## src/sv/ils_pkg.sv

```systemverilog
// Shared types, codes and constants of the indexed list store.
package ils_pkg;

	// Field widths of the command and response words.
	localparam int OPC_W     = 3;
	localparam int POS_W     = 7;
	localparam int DATA_W    = 32;
	localparam int STS_W     = 2;
	localparam int CNT_OUT_W = 7;

	// Default number of entries the store can hold.
	localparam int CAPACITY_DEF = 64;

	// Command opcodes.
	localparam logic [OPC_W-1:0] OP_READ = 3'd0;
	localparam logic [OPC_W-1:0] OP_HEAD = 3'd1;
	localparam logic [OPC_W-1:0] OP_TAIL = 3'd2;
	localparam logic [OPC_W-1:0] OP_AT   = 3'd3;
	localparam logic [OPC_W-1:0] OP_DEL  = 3'd4;

	// Response status codes.
	localparam logic [STS_W-1:0] STS_DONE  = 2'd0;
	localparam logic [STS_W-1:0] STS_RANGE = 2'd1;
	localparam logic [STS_W-1:0] STS_FULL  = 2'd2;

	// Read value returned when nothing was read.
	localparam logic signed [DATA_W-1:0] NEG_ONE = -32'sd1;

	// Command word.
	typedef struct packed {
		logic [OPC_W-1:0]         opcode;
		logic [POS_W-1:0]         position;
		logic signed [DATA_W-1:0] value;
	} cmd_t;

	// Response word.
	typedef struct packed {
		logic signed [DATA_W-1:0] read_value;
		logic [STS_W-1:0]         status;
		logic [CNT_OUT_W-1:0]     entry_count;
	} rsp_t;

	// Controller to datapath commands.
	typedef struct packed {
		logic load;    // capture the accepted command word
		logic start;   // decode the command and set up the shift
		logic step;    // move one entry per cycle
		logic commit;  // final write, count update, response capture
	} ctl_cmd_t;

	// Datapath to controller status.
	typedef struct packed {
		logic shift_done;
	} dp_sts_t;

endpackage

```

## src/sv/indexed_list_store.sv

```systemverilog
// Top level of the indexed list store: controller, datapath and entry RAM.
//
//   channel   handshake               word    direction
//   cmd       cmd_valid / cmd_stall   cmd_t   into the block
//   rsp       rsp_valid / rsp_stall   rsp_t   out of the block
//
// One command word is worked at a time. A read, a refused command, an unused
// opcode, or an insert or delete that moves no entry goes through the decode,
// shift and commit states to the response register; an insert or delete that
// moves entries stays in the shift state until it has moved (up to CAPACITY-1), since the shift
// moves one entry a cycle through the single RAM write port. The next word is
// taken in the idle state that follows the commit.
// Reset clears the count; RAM contents are not cleared and need no sweep.
// A stalled response holds in its register while the next word is accepted.
module indexed_list_store import ils_pkg::*; #(
	parameter int CAPACITY = CAPACITY_DEF
) (
	input  logic clk,
	input  logic arst_n,
	input  logic cmd_valid,
	output logic cmd_stall,
	input  cmd_t cmd,
	output logic rsp_valid,
	input  logic rsp_stall,
	output rsp_t rsp
);

	ctl_cmd_t ctl;
	dp_sts_t  sts;

	ils_ctrl u_ctrl (
		.clk       (clk),
		.arst_n    (arst_n),
		.cmd_valid (cmd_valid),
		.cmd_stall (cmd_stall),
		.rsp_valid (rsp_valid),
		.rsp_stall (rsp_stall),
		.ctl       (ctl),
		.sts       (sts)
	);

	ils_dp #(
		.CAPACITY (CAPACITY)
	) u_dp (
		.clk    (clk),
		.arst_n (arst_n),
		.cmd    (cmd),
		.ctl    (ctl),
		.sts    (sts),
		.rsp    (rsp)
	);

endmodule

```

## src/sv/ils_ram.sv

```systemverilog
// Generic simple dual-port RAM with one write port and a registered read port.
module ils_ram #(
	parameter int WIDTH = 32,
	parameter int DEPTH = 64,
	localparam int AW = $clog2(DEPTH)
) (
	input  logic             clk,
	input  logic             we,
	input  logic [AW-1:0]    waddr,
	input  logic [WIDTH-1:0] wdata,
	input  logic             re,
	input  logic [AW-1:0]    raddr,
	output logic [WIDTH-1:0] rdata
);

	logic [WIDTH-1:0] mem_q [DEPTH];
	logic [WIDTH-1:0] rdata_q;

	// Write and registered read; read data holds when no read is issued.
	always_ff @(posedge clk) begin
		if (we) begin
			mem_q[waddr] <= wdata;
		end
		if (re) begin
			rdata_q <= mem_q[raddr];
		end
	end

	assign rdata = rdata_q;

endmodule

```

## src/sv/ils_ctrl.sv

```systemverilog
// Controller state machine that sequences each command word through the datapath.
module ils_ctrl import ils_pkg::*; (
	input  logic     clk,
	input  logic     arst_n,
	input  logic     cmd_valid,
	output logic     cmd_stall,
	output logic     rsp_valid,
	input  logic     rsp_stall,
	output ctl_cmd_t ctl,
	input  dp_sts_t  sts
);

	localparam logic [1:0] S_IDLE   = 2'd0;
	localparam logic [1:0] S_DECODE = 2'd1;
	localparam logic [1:0] S_SHIFT  = 2'd2;
	localparam logic [1:0] S_COMMIT = 2'd3;

	logic [1:0] state_q;
	logic [1:0] state_nx;
	logic       rsp_valid_q;
	logic       slot_free;

	// The response register can take a new word when empty or being drained.
	assign slot_free = !rsp_valid_q || !rsp_stall;

	// Commands to the datapath.
	always_comb begin
		ctl.load   = (state_q == S_IDLE) && cmd_valid;
		ctl.start  = (state_q == S_DECODE);
		ctl.step   = (state_q == S_SHIFT);
		ctl.commit = (state_q == S_COMMIT) && slot_free;
	end

	// Next state.
	always_comb begin
		state_nx = state_q;
		unique case (state_q)
			S_IDLE: begin
				if (cmd_valid) begin
					state_nx = S_DECODE;
				end
			end
			S_DECODE: begin
				state_nx = S_SHIFT;
			end
			S_SHIFT: begin
				if (sts.shift_done) begin
					state_nx = S_COMMIT;
				end
			end
			S_COMMIT: begin
				if (slot_free) begin
					state_nx = S_IDLE;
				end
			end
			default: begin
				state_nx = S_IDLE;
			end
		endcase
	end

	// State and response valid registers.
	always_ff @(posedge clk or negedge arst_n) begin
		if (!arst_n) begin
			state_q     <= S_IDLE;
			rsp_valid_q <= 1'b0;
		end else begin
			state_q <= state_nx;
			if (ctl.commit) begin
				rsp_valid_q <= 1'b1;
			end else if (!rsp_stall) begin
				rsp_valid_q <= 1'b0;
			end
		end
	end

	assign cmd_stall = (state_q != S_IDLE);
	assign rsp_valid = rsp_valid_q;

endmodule

```

## src/sv/ils_dp.sv

```systemverilog
// Datapath: entry RAM, entry count, shift sequencing and the response register.
module ils_dp import ils_pkg::*; #(
	parameter int CAPACITY = CAPACITY_DEF
) (
	input  logic     clk,
	input  logic     arst_n,
	input  cmd_t     cmd,
	input  ctl_cmd_t ctl,
	output dp_sts_t  sts,
	output rsp_t     rsp
);

	localparam int AW = $clog2(CAPACITY);
	localparam int CW = $clog2(CAPACITY + 1);
	localparam int PW = (CW > POS_W) ? CW : POS_W;

	cmd_t             cmd_q;
	rsp_t             rsp_q;
	logic [CW-1:0]    count_q;
	logic [CW-1:0]    rem_q;
	logic [AW-1:0]    src_q;
	logic [AW-1:0]    dst_s1;
	logic             mv_s1;

	logic [PW-1:0]    pos_w;
	logic [PW-1:0]    cnt_w;
	logic             full;
	logic             do_read;
	logic             do_ins;
	logic             do_del;
	logic [STS_W-1:0] sts_code;
	logic [AW-1:0]    tgt;
	logic [CW-1:0]    cnt_nx;

	logic             ram_we;
	logic [AW-1:0]    ram_waddr;
	logic [DATA_W-1:0] ram_wdata;
	logic             ram_re;
	logic [AW-1:0]    ram_raddr;
	logic [DATA_W-1:0] ram_rdata;

	// Decode the held command against the current count.
	always_comb begin
		pos_w    = PW'(cmd_q.position);
		cnt_w    = PW'(count_q);
		full     = (count_q == CW'(CAPACITY));
		do_read  = 1'b0;
		do_ins   = 1'b0;
		do_del   = 1'b0;
		sts_code = STS_DONE;
		tgt      = '0;
		unique case (cmd_q.opcode)
			OP_READ: begin
				if (pos_w < cnt_w) begin
					do_read = 1'b1;
					tgt     = AW'(pos_w);
				end else begin
					sts_code = STS_RANGE;
				end
			end
			OP_HEAD: begin
				if (full) begin
					sts_code = STS_FULL;
				end else begin
					do_ins = 1'b1;
				end
			end
			OP_TAIL: begin
				if (full) begin
					sts_code = STS_FULL;
				end else begin
					do_ins = 1'b1;
					tgt    = AW'(count_q);
				end
			end
			OP_AT: begin
				if (pos_w > cnt_w) begin
					sts_code = STS_RANGE;
				end else if (full) begin
					sts_code = STS_FULL;
				end else begin
					do_ins = 1'b1;
					tgt    = AW'(pos_w);
				end
			end
			OP_DEL: begin
				if (pos_w >= cnt_w) begin
					sts_code = STS_RANGE;
				end else begin
					do_del = 1'b1;
					tgt    = AW'(pos_w);
				end
			end
			default: begin
				sts_code = STS_DONE;
			end
		endcase
	end

	// Count after the command completes.
	always_comb begin
		if (do_ins) begin
			cnt_nx = count_q + CW'(1);
		end else if (do_del) begin
			cnt_nx = count_q - CW'(1);
		end else begin
			cnt_nx = count_q;
		end
	end

	// RAM ports: a shift reads one entry and writes the one read in the step before;
	// the commit writes the new value of an insert.
	always_comb begin
		ram_re    = 1'b0;
		ram_raddr = src_q;
		if (ctl.start && do_read) begin
			ram_re    = 1'b1;
			ram_raddr = tgt;
		end else if (ctl.step && (rem_q != '0)) begin
			ram_re    = 1'b1;
			ram_raddr = src_q;
		end
		ram_we    = 1'b0;
		ram_waddr = dst_s1;
		ram_wdata = ram_rdata;
		if (ctl.step && mv_s1) begin
			ram_we = 1'b1;
		end else if (ctl.commit && do_ins) begin
			ram_we    = 1'b1;
			ram_waddr = tgt;
			ram_wdata = cmd_q.value;
		end
	end

	assign sts.shift_done = (rem_q == '0) && !mv_s1;

	// Command word capture.
	always_ff @(posedge clk) begin
		if (ctl.load) begin
			cmd_q <= cmd;
		end
	end

	// Shift addresses: an insert walks down from the last entry, a delete walks up.
	always_ff @(posedge clk) begin
		if (ctl.start) begin
			if (do_ins) begin
				src_q <= AW'(count_q - CW'(1));
			end else begin
				src_q <= tgt + AW'(1);
			end
		end else if (ctl.step && (rem_q != '0)) begin
			if (do_ins) begin
				src_q  <= src_q - AW'(1);
				dst_s1 <= src_q + AW'(1);
			end else begin
				src_q  <= src_q + AW'(1);
				dst_s1 <= src_q - AW'(1);
			end
		end
	end

	// Move counter, move-in-flight flag and entry count.
	always_ff @(posedge clk or negedge arst_n) begin
		if (!arst_n) begin
			count_q <= '0;
			rem_q   <= '0;
			mv_s1   <= 1'b0;
		end else begin
			if (ctl.start) begin
				mv_s1 <= 1'b0;
				if (do_ins) begin
					rem_q <= count_q - CW'(tgt);
				end else if (do_del) begin
					rem_q <= count_q - CW'(tgt) - CW'(1);
				end else begin
					rem_q <= '0;
				end
			end else if (ctl.step) begin
				if (rem_q != '0) begin
					rem_q <= rem_q - CW'(1);
					mv_s1 <= 1'b1;
				end else begin
					mv_s1 <= 1'b0;
				end
			end
			if (ctl.commit) begin
				count_q <= cnt_nx;
			end
		end
	end

	// Response word capture.
	always_ff @(posedge clk) begin
		if (ctl.commit) begin
			rsp_q.read_value  <= do_read ? ram_rdata : NEG_ONE;
			rsp_q.status      <= sts_code;
			rsp_q.entry_count <= CNT_OUT_W'(PW'(cnt_nx));
		end
	end

	assign rsp = rsp_q;

	ils_ram #(
		.WIDTH (DATA_W),
		.DEPTH (CAPACITY)
	) u_ram (
		.clk   (clk),
		.we    (ram_we),
		.waddr (ram_waddr),
		.wdata (ram_wdata),
		.re    (ram_re),
		.raddr (ram_raddr),
		.rdata (ram_rdata)
	);

endmodule

```

## config.mk

```make
export PLATFORM = sky130hd
export DESIGN_NAME = indexed_list_store
export DESIGN_NICKNAME = d
export VERILOG_FILES = /design/src/sv/ils_pkg.sv /design/src/sv/indexed_list_store.sv /design/src/sv/ils_ram.sv /design/src/sv/ils_ctrl.sv /design/src/sv/ils_dp.sv
export SDC_FILE = /design/constraint.sdc
export NUM_CORES = 2
export LEC_CHECK = 0
export ABC_AREA = 0
export BUFFER_PORTS_ARGS = -buffer_cell sky130_fd_sc_hd__buf_2
export CAP_MARGIN = 25
export CORE_MARGIN = 2
export CORE_UTILIZATION = 59
export CTS_BUF_LIST = sky130_fd_sc_hd__clkbuf_8
export DETAILED_ROUTE_END_ITERATION = 10
export GPL_ROUTABILITY_DRIVEN = 0
export PLACE_DENSITY = 0.78
export SYNTH_ARGS = -nofsm -noshare
export SYNTH_HDL_FRONTEND = slang
export SYNTH_SLANG_ARGS = --single-unit
```

## constraint.sdc

```tcl
create_clock -name clk -period 4.98 [get_ports clk]
set_clock_uncertainty 0.1 [all_clocks]
set_input_delay 0.996 -clock clk [delete_from_list [all_inputs] [get_ports clk]]
set_output_delay 0.996 -clock clk [all_outputs]
set_load 0.03 [all_outputs]
```

# Word level (Yosys, flattened, before mapping)
# Memories as Yosys holds them, arrays and structs flattened. A register that Yosys moved wholly into a read port is not among the register bits.
# Index checks and enable logic that the tools add are counted.
[word_totals] ff_bits=113 ramBits=2048 in_bits=46 out_inout_bits=43 word_cells=111 n_memories=1
[classes] n_addsub=8 n_lt_le_gt_ge=3 n_eq_ne=12 muxes=50 bitwise=1 reduce_logical=23
[memory_table] memory="u_dp.u_ram.mem_q" words=64 width=32 read_ports=1 rd_ports_with_merged_regs=1 write_ports=1 line="ils_ram.sv:16" source="logic [WIDTH-1:0] mem_q [DEPTH];"
[op_table] op="two-way mux 6 bit" count=13
[op_table] op="two-way mux 32 bit" count=2
[op_table] op="two-way mux 7 bit" count=7
[op_table] op="one-hot mux 6 bit (4 select lines)" count=1
[op_table] op="subtractor 7 x 1 -> 7 bit (second input constant)" count=3
[op_table] op="two-way mux 1 bit" count=19
[op_table] op="one-hot mux 2 bit (4 select lines)" count=2
[op_table] op="adder 6 x 1 -> 6 bit (second input constant)" count=2
[op_table] op="two-way mux 2 bit" count=5
[op_table] op="nonzero test 2 bit" count=4
[op_table] op="adder 7 x 1 -> 7 bit (second input constant)" count=1
[op_table] op="equality test 7 bit (second input constant)" count=1
[op_table] op=">= comparator 7 bit" count=1
[op_table] op="greater-than comparator 7 bit" count=1
[op_table] op="logical AND 1 bit" count=7
[op_table] op="zero test 7 bit" count=1
[op_table] op="less-than comparator 7 bit" count=1
[op_table] op="nonzero test 7 bit" count=1
[op_table] op="subtractor 7 x 6 -> 7 bit" count=1
[op_table] op="equality test 3 x 2 -> 1 bit (second input constant)" count=2
[op_table] op="subtractor 6 x 1 -> 6 bit (second input constant)" count=1
[op_table] op="equality test 2 bit (second input constant)" count=2
[op_table] op="!= test 2 x 1 -> 1 bit (second input constant)" count=2
[op_table] op="!= test 2 bit (second input constant)" count=2
[op_table] op="other kinds (12)" count=15

# Longest topological paths before layout
[depth] depth_word=9 mapped_depth=19 mapped_depth_nobuf=18

# Hierarchy
# From an unflattened synthesis, not the netlist that was laid out.
[unflattened] cells_unflattened=3844 hier_area_um2=84898.9
[by_module_without_submodules] mod="ils_ram" instances=1 cells_each=3324 area_each_um2=78835.6 seq_area_each_um2=62459.9
[by_module_without_submodules] mod="ils_dp" instances=1 cells_each=500 area_each_um2=5840.6 seq_area_each_um2=3228.1
[by_module_without_submodules] mod="ils_ctrl" instances=1 cells_each=20 area_each_um2=222.7 seq_area_each_um2=75.1

# Worst setup path before layout
# Ideal clock, no wire load.
[synth_timing] path_kind="input to register" startpoint="input rsp_stall" endpoint="memory u_dp.u_ram.mem_q[16][0] (enable)" setup_ns=0.421 arrival_time_ns=4.717 required_time_ns=4.459 path_slack_ns=-0.258 stages=9 path_buffers=1 cell_sequence="nand2_1 -> nand2_1 -> inv_1 -> nand3_1 -> clkbuf_1 -> nand2_1 -> a21boi_1 -> nand4_1 -> nor2_1"
[synth_lines] element="from (decl)" line="indexed_list_store.sv:24" source="input logic rsp_stall,"
[synth_lines] element="to (decl)" line="ils_ram.sv:16"

# Worst setup path after layout
[layout_timing] startpoint="register u_dp.count_q[0], in the netlist u_dp.cnt_w[0]" endpoint="register u_dp.u_ram.rdata_q[8], in the netlist u_dp.u_ram.rdata[8], read port of u_dp.u_ram.mem_q, data pin"
[layout_between] elab_chain_cells=5 elab_cells_between_ends=15 classes_between="order compare (3); eq/ne (1); mux (10); reduce/logical (1)"
[layout_lines] element="from (decl)" line="ils_dp.sv:19" source="logic [CW-1:0] count_q;"
[layout_lines] element="from (signal assigned)" line="ils_dp.sv:188" source="count_q <= cnt_nx;"
[layout_lines] element="branches (longest 5 deep; another with >= comparator 7 bit)"
[layout_lines] element="to (decl)" line="ils_ram.sv:17" source="logic [WIDTH-1:0] rdata_q;"
# Several ways; the timed one is not identified.
# A chain may end at the register's enable or synchronous reset.

==> summary.txt <==
Finish
  • Post-route cell area: 98800 µm²
  • Filler cells: 9383
  • Final #Nets: 6492
  • Synth-to-layout area growth: 13.5%
  • Most common cell after layout, fill and taps aside: edfxtp_1
  • Share of post-route cells with drive strength above 1: 15.0%
  • Finished Layout Cells: 8569
  • Most frequent cells in the layout: edfxtp_1 (2175), nand2_1 (1371), clkbuf_8 (353), nand3_1 (329), mux2i_1 (255)

Setup path
  • Critical Path Sink Type: register
  • Startpoint Class: register
  • CP Class: register to register
  • Data required, critical path: 5.79 ns
  • Slowest-stage cell, CP: or3b_1
  • Worst EP arrival: 5.66 ns
  • Setup crit start: u_dp.cnt_w[0]$_DFFE_PN0P_
  • Largest fanout on the critical path: 43
  • Cell chain of the critical path: inv_1, ha_1, or3b_1, o21ai_2, o2111ai_4, nand2_8, buf_12, buf_4, mux2i_1, a222oi_1, o21ai_0, a211oi_1, or2_1
  • R2R Path Start: u_dp.cnt_w[0]$_DFFE_PN0P_
  • Max incr delay on CP: 0.56 ns

Placement
  • Area after DPL: 92600 µm²
  • Placed wire-length estimate: 137000 µm
  • DP Cell Count: 7970
  • Worst slack, placed: 0.0443 ns
  • Port Buffers: 88

Yosys
  • Post-Syn Instances: 6027
  • Ys Warns: 0
  • FF+latch count, synth: 2193
  • Mean Syn Cell Area: 14.4 µm²
  • Post-synthesis cell type count: 88
  • Synthesized area: 87100 µm²
  • Post-synth EDFFs: 2175
  • Synth Net Count: 6100
  • Asr flop ratio synth: 0.821%
  • Sequential area share after synthesis: 75.5%
  • Synth Flop Type: edfxtp_1

STA
  • Final setup viols: 0
  • Hold_ws: 0.0609 ns
  • Least-Margin Pin Slew: 0.997 ns
  • Fin. max-slew vios: 0
  • Setup TNS: 0 ns
  • Hold Vio Cnt, Final: 0
  • F_max: 206 MHz
  • Final worst-path setup slack: 0.129 ns
  • Fin crit period: 4.85 ns
  • Tcrit/Tclk final: 97.4%
  • Unrepaired setup endpoints after global routing: no
  • Max_slew headroom: 33.4%

Clock tree
  • CTS root buf: clkbuf_8
  • Total CTS buffers: 345
  • Clock-pin slew on the worst setup and hold paths: 0.07 ns
  • Worst-skew pair later-pin latency: 1.03 ns
  • H-tree levels: 5
  • Max clock buf depth: 4
  • CTS tree: yes
  • Clk sinks: 2193

Pwr
  • PwrDens: 613 nW/µm²
  • Leakage: 33.6 nW
  • VDD IR-drop max: 0.000436 V

Drt
  • Drt pass-1 iters: 9
  • DRC Markers: 0
  • Detailed-route via count: 56.8k
  • Initial DRC Count: 9127
  • Detailed Route WL: 240000 µm
  • Vias per std cell: 6.62
  • Remaining antenna violation count: 0
  • WL/cell: 28.0 µm

Global routing
  • Global-route wire length before repair: 350000 µm
  • Total gr overflow: 0
  • Largest net degree at the start of global routing: 105
  • Vias in the first global route: 55.3k
  • GR Util All Layers: 31.3%
  • Initial antenna violation count: 2

Run status
  • Status: finished, final reports clean

Floorplanning
  • DIE AREA: 151000 µm²
  • Die Y: 388 µm
  • Die width: 388 µm
  • Core area: 146000 µm²
  • I/O Pins: 89
  • Initial Util: 59.6%
  • Core Rows: 140

Min path
  • Hold path start: cmd[8]
  • Hold Path Class: input port to register

Flow run
  • Max-Cap Viols: 0
## stage by stage
step	utilization, %	power, W
3_3_place_gp	63.4	0.0459
6_report	67.6	0.0606
3_5_place_dp	63.4	0.0465
2_1_floorplan	-	0.0378
4_1_cts	67.6	0.0600
5_1_grt	67.6	0.0625
## cells in the mapped netlist, types with 10 or more instances
master | n | area share (%)
o221ai_1 | 15 | 0.15
o22ai_1 | 72 | 0.52
edfxtp_1 | 2175 | 75
nand2_1 | 1405 | 6.1
or2_1 | 14 | 0.10
mux2i_1 | 255 | 2.9
o211ai_1 | 10 | 0.086
inv_1 | 27 | 0.12
a32oi_1 | 210 | 2.1
a222oi_1 | 15 | 0.17
nand4_1 | 47 | 0.34
xnor2_1 | 31 | 0.31
dfrtp_1 | 18 | 0.52
buf_4 | 48 | 0.41
nor4_1 | 29 | 0.21
o2111ai_1 | 15 | 0.15
clkbuf_1 | 155 | 0.67
buf_2 | 152 | 0.87
and3_1 | 118 | 0.85
a21o_1 | 14 | 0.12
a21oi_1 | 112 | 0.64
nor3_1 | 25 | 0.14
nand3_1 | 330 | 1.9
o21ai_1 | 14 | 0.080
or2_2 | 37 | 0.27
a211oi_1 | 134 | 1.2
o21ai_0 | 67 | 0.39
buf_1 | 20 | 0.086
nor2_1 | 143 | 0.62
a31oi_1 | 151 | 1.1
ha_1 | 26 | 0.37
## layer usage
layer	vias to the layer above	GRT usage [%]	part of all wire, %
met5	-	0	0
met4	0	16.7	5.5
met3	758	6.10	13
met2	4502	49.3	47
met1	27700	41.6	35
li1	23800	-	-
## path summary, 6_finish.rpt
path,endpoint,slack [ns],cells past startpoint
max,u_dp.u_ram.rdata[8]$_DFFE_PP_,0.13,13
min,u_dp.cmd_q[8]$_DFFE_PP_,0.06,1
max reg2reg,u_dp.u_ram.rdata[8]$_DFFE_PP_,0.13,13
min reg2reg,u_dp.rem_q[1]$_DFFE_PN0P_,0.44,2
max in group asynchronous,u_dp.rem_q[4]$_DFFE_PN0P_,4.10,2
min in group asynchronous,u_dp.cnt_w[4]$_DFFE_PN0P_,0.36,2
## state kept, by name (all words and copies together) (netlist names), 2 cells and up
| name | cells |
|---|---|
| u_ctrl.state_q | 2 |
| u_dp.cmd_q | 35 |
| u_dp.cnt_w | 7 |
| u_dp.dst_s1 | 6 |
| u_dp.pos_w | 7 |
| u_dp.rem_q | 7 |
| u_dp.rsp | 41 |
| u_dp.src_q | 6 |
| u_dp.u_ram.mem_q | 2048 |
| u_dp.u_ram.rdata | 32 |
## cell families after synthesis
kind of cell	Yosys count	synth area share, %
compound gates	913	7.62
xor+xnor	35	0.352
fa+ha+maj	27	0.397
buf+inv	412	2.27
flops	2193	75.5
mux	260	3.01
simple gates	2187	10.8
## where the power goes
part	switching (W)	internal, W
clock	0.00672	0.00695
sequential	0.000567	0.0245
combinational	0.0157	0.00622
total	0.0230	0.0376
## worst max-delay path, delay by kind of cell, from the launching register on
family / cells / cell delay (ns)
compound gates: 5 / 1.65
fa+ha+maj: 1 / 0.27
buf+inv: 3 / 0.95
flops: 1 / 0.47
mux: 1 / 0.12
simple gates: 3 / 1.13
## repair_timing
item,in CTS,in global routing
setup buffers,0,2
endpoints found under the hold margin,34,0
endpoints found under the setup margin,0,4
gates resized for setup,0,4
hold buffers,17,0
## layout make-up
cell class              instances  area, µm²  area share, %
clock buffers                 353       4860           4.92
diodes                          2       5.00        0.00507
multi-input cells            3422      20100           20.3
repair buffers                429       4440           4.50
inverters                      28        105          0.106
well taps                    1917       2400           2.43
clock inverters               225       1130           1.15
flip-flops and latches       2193      65800           66.6
Note: power is estimated with default switching activity, not from simulation.
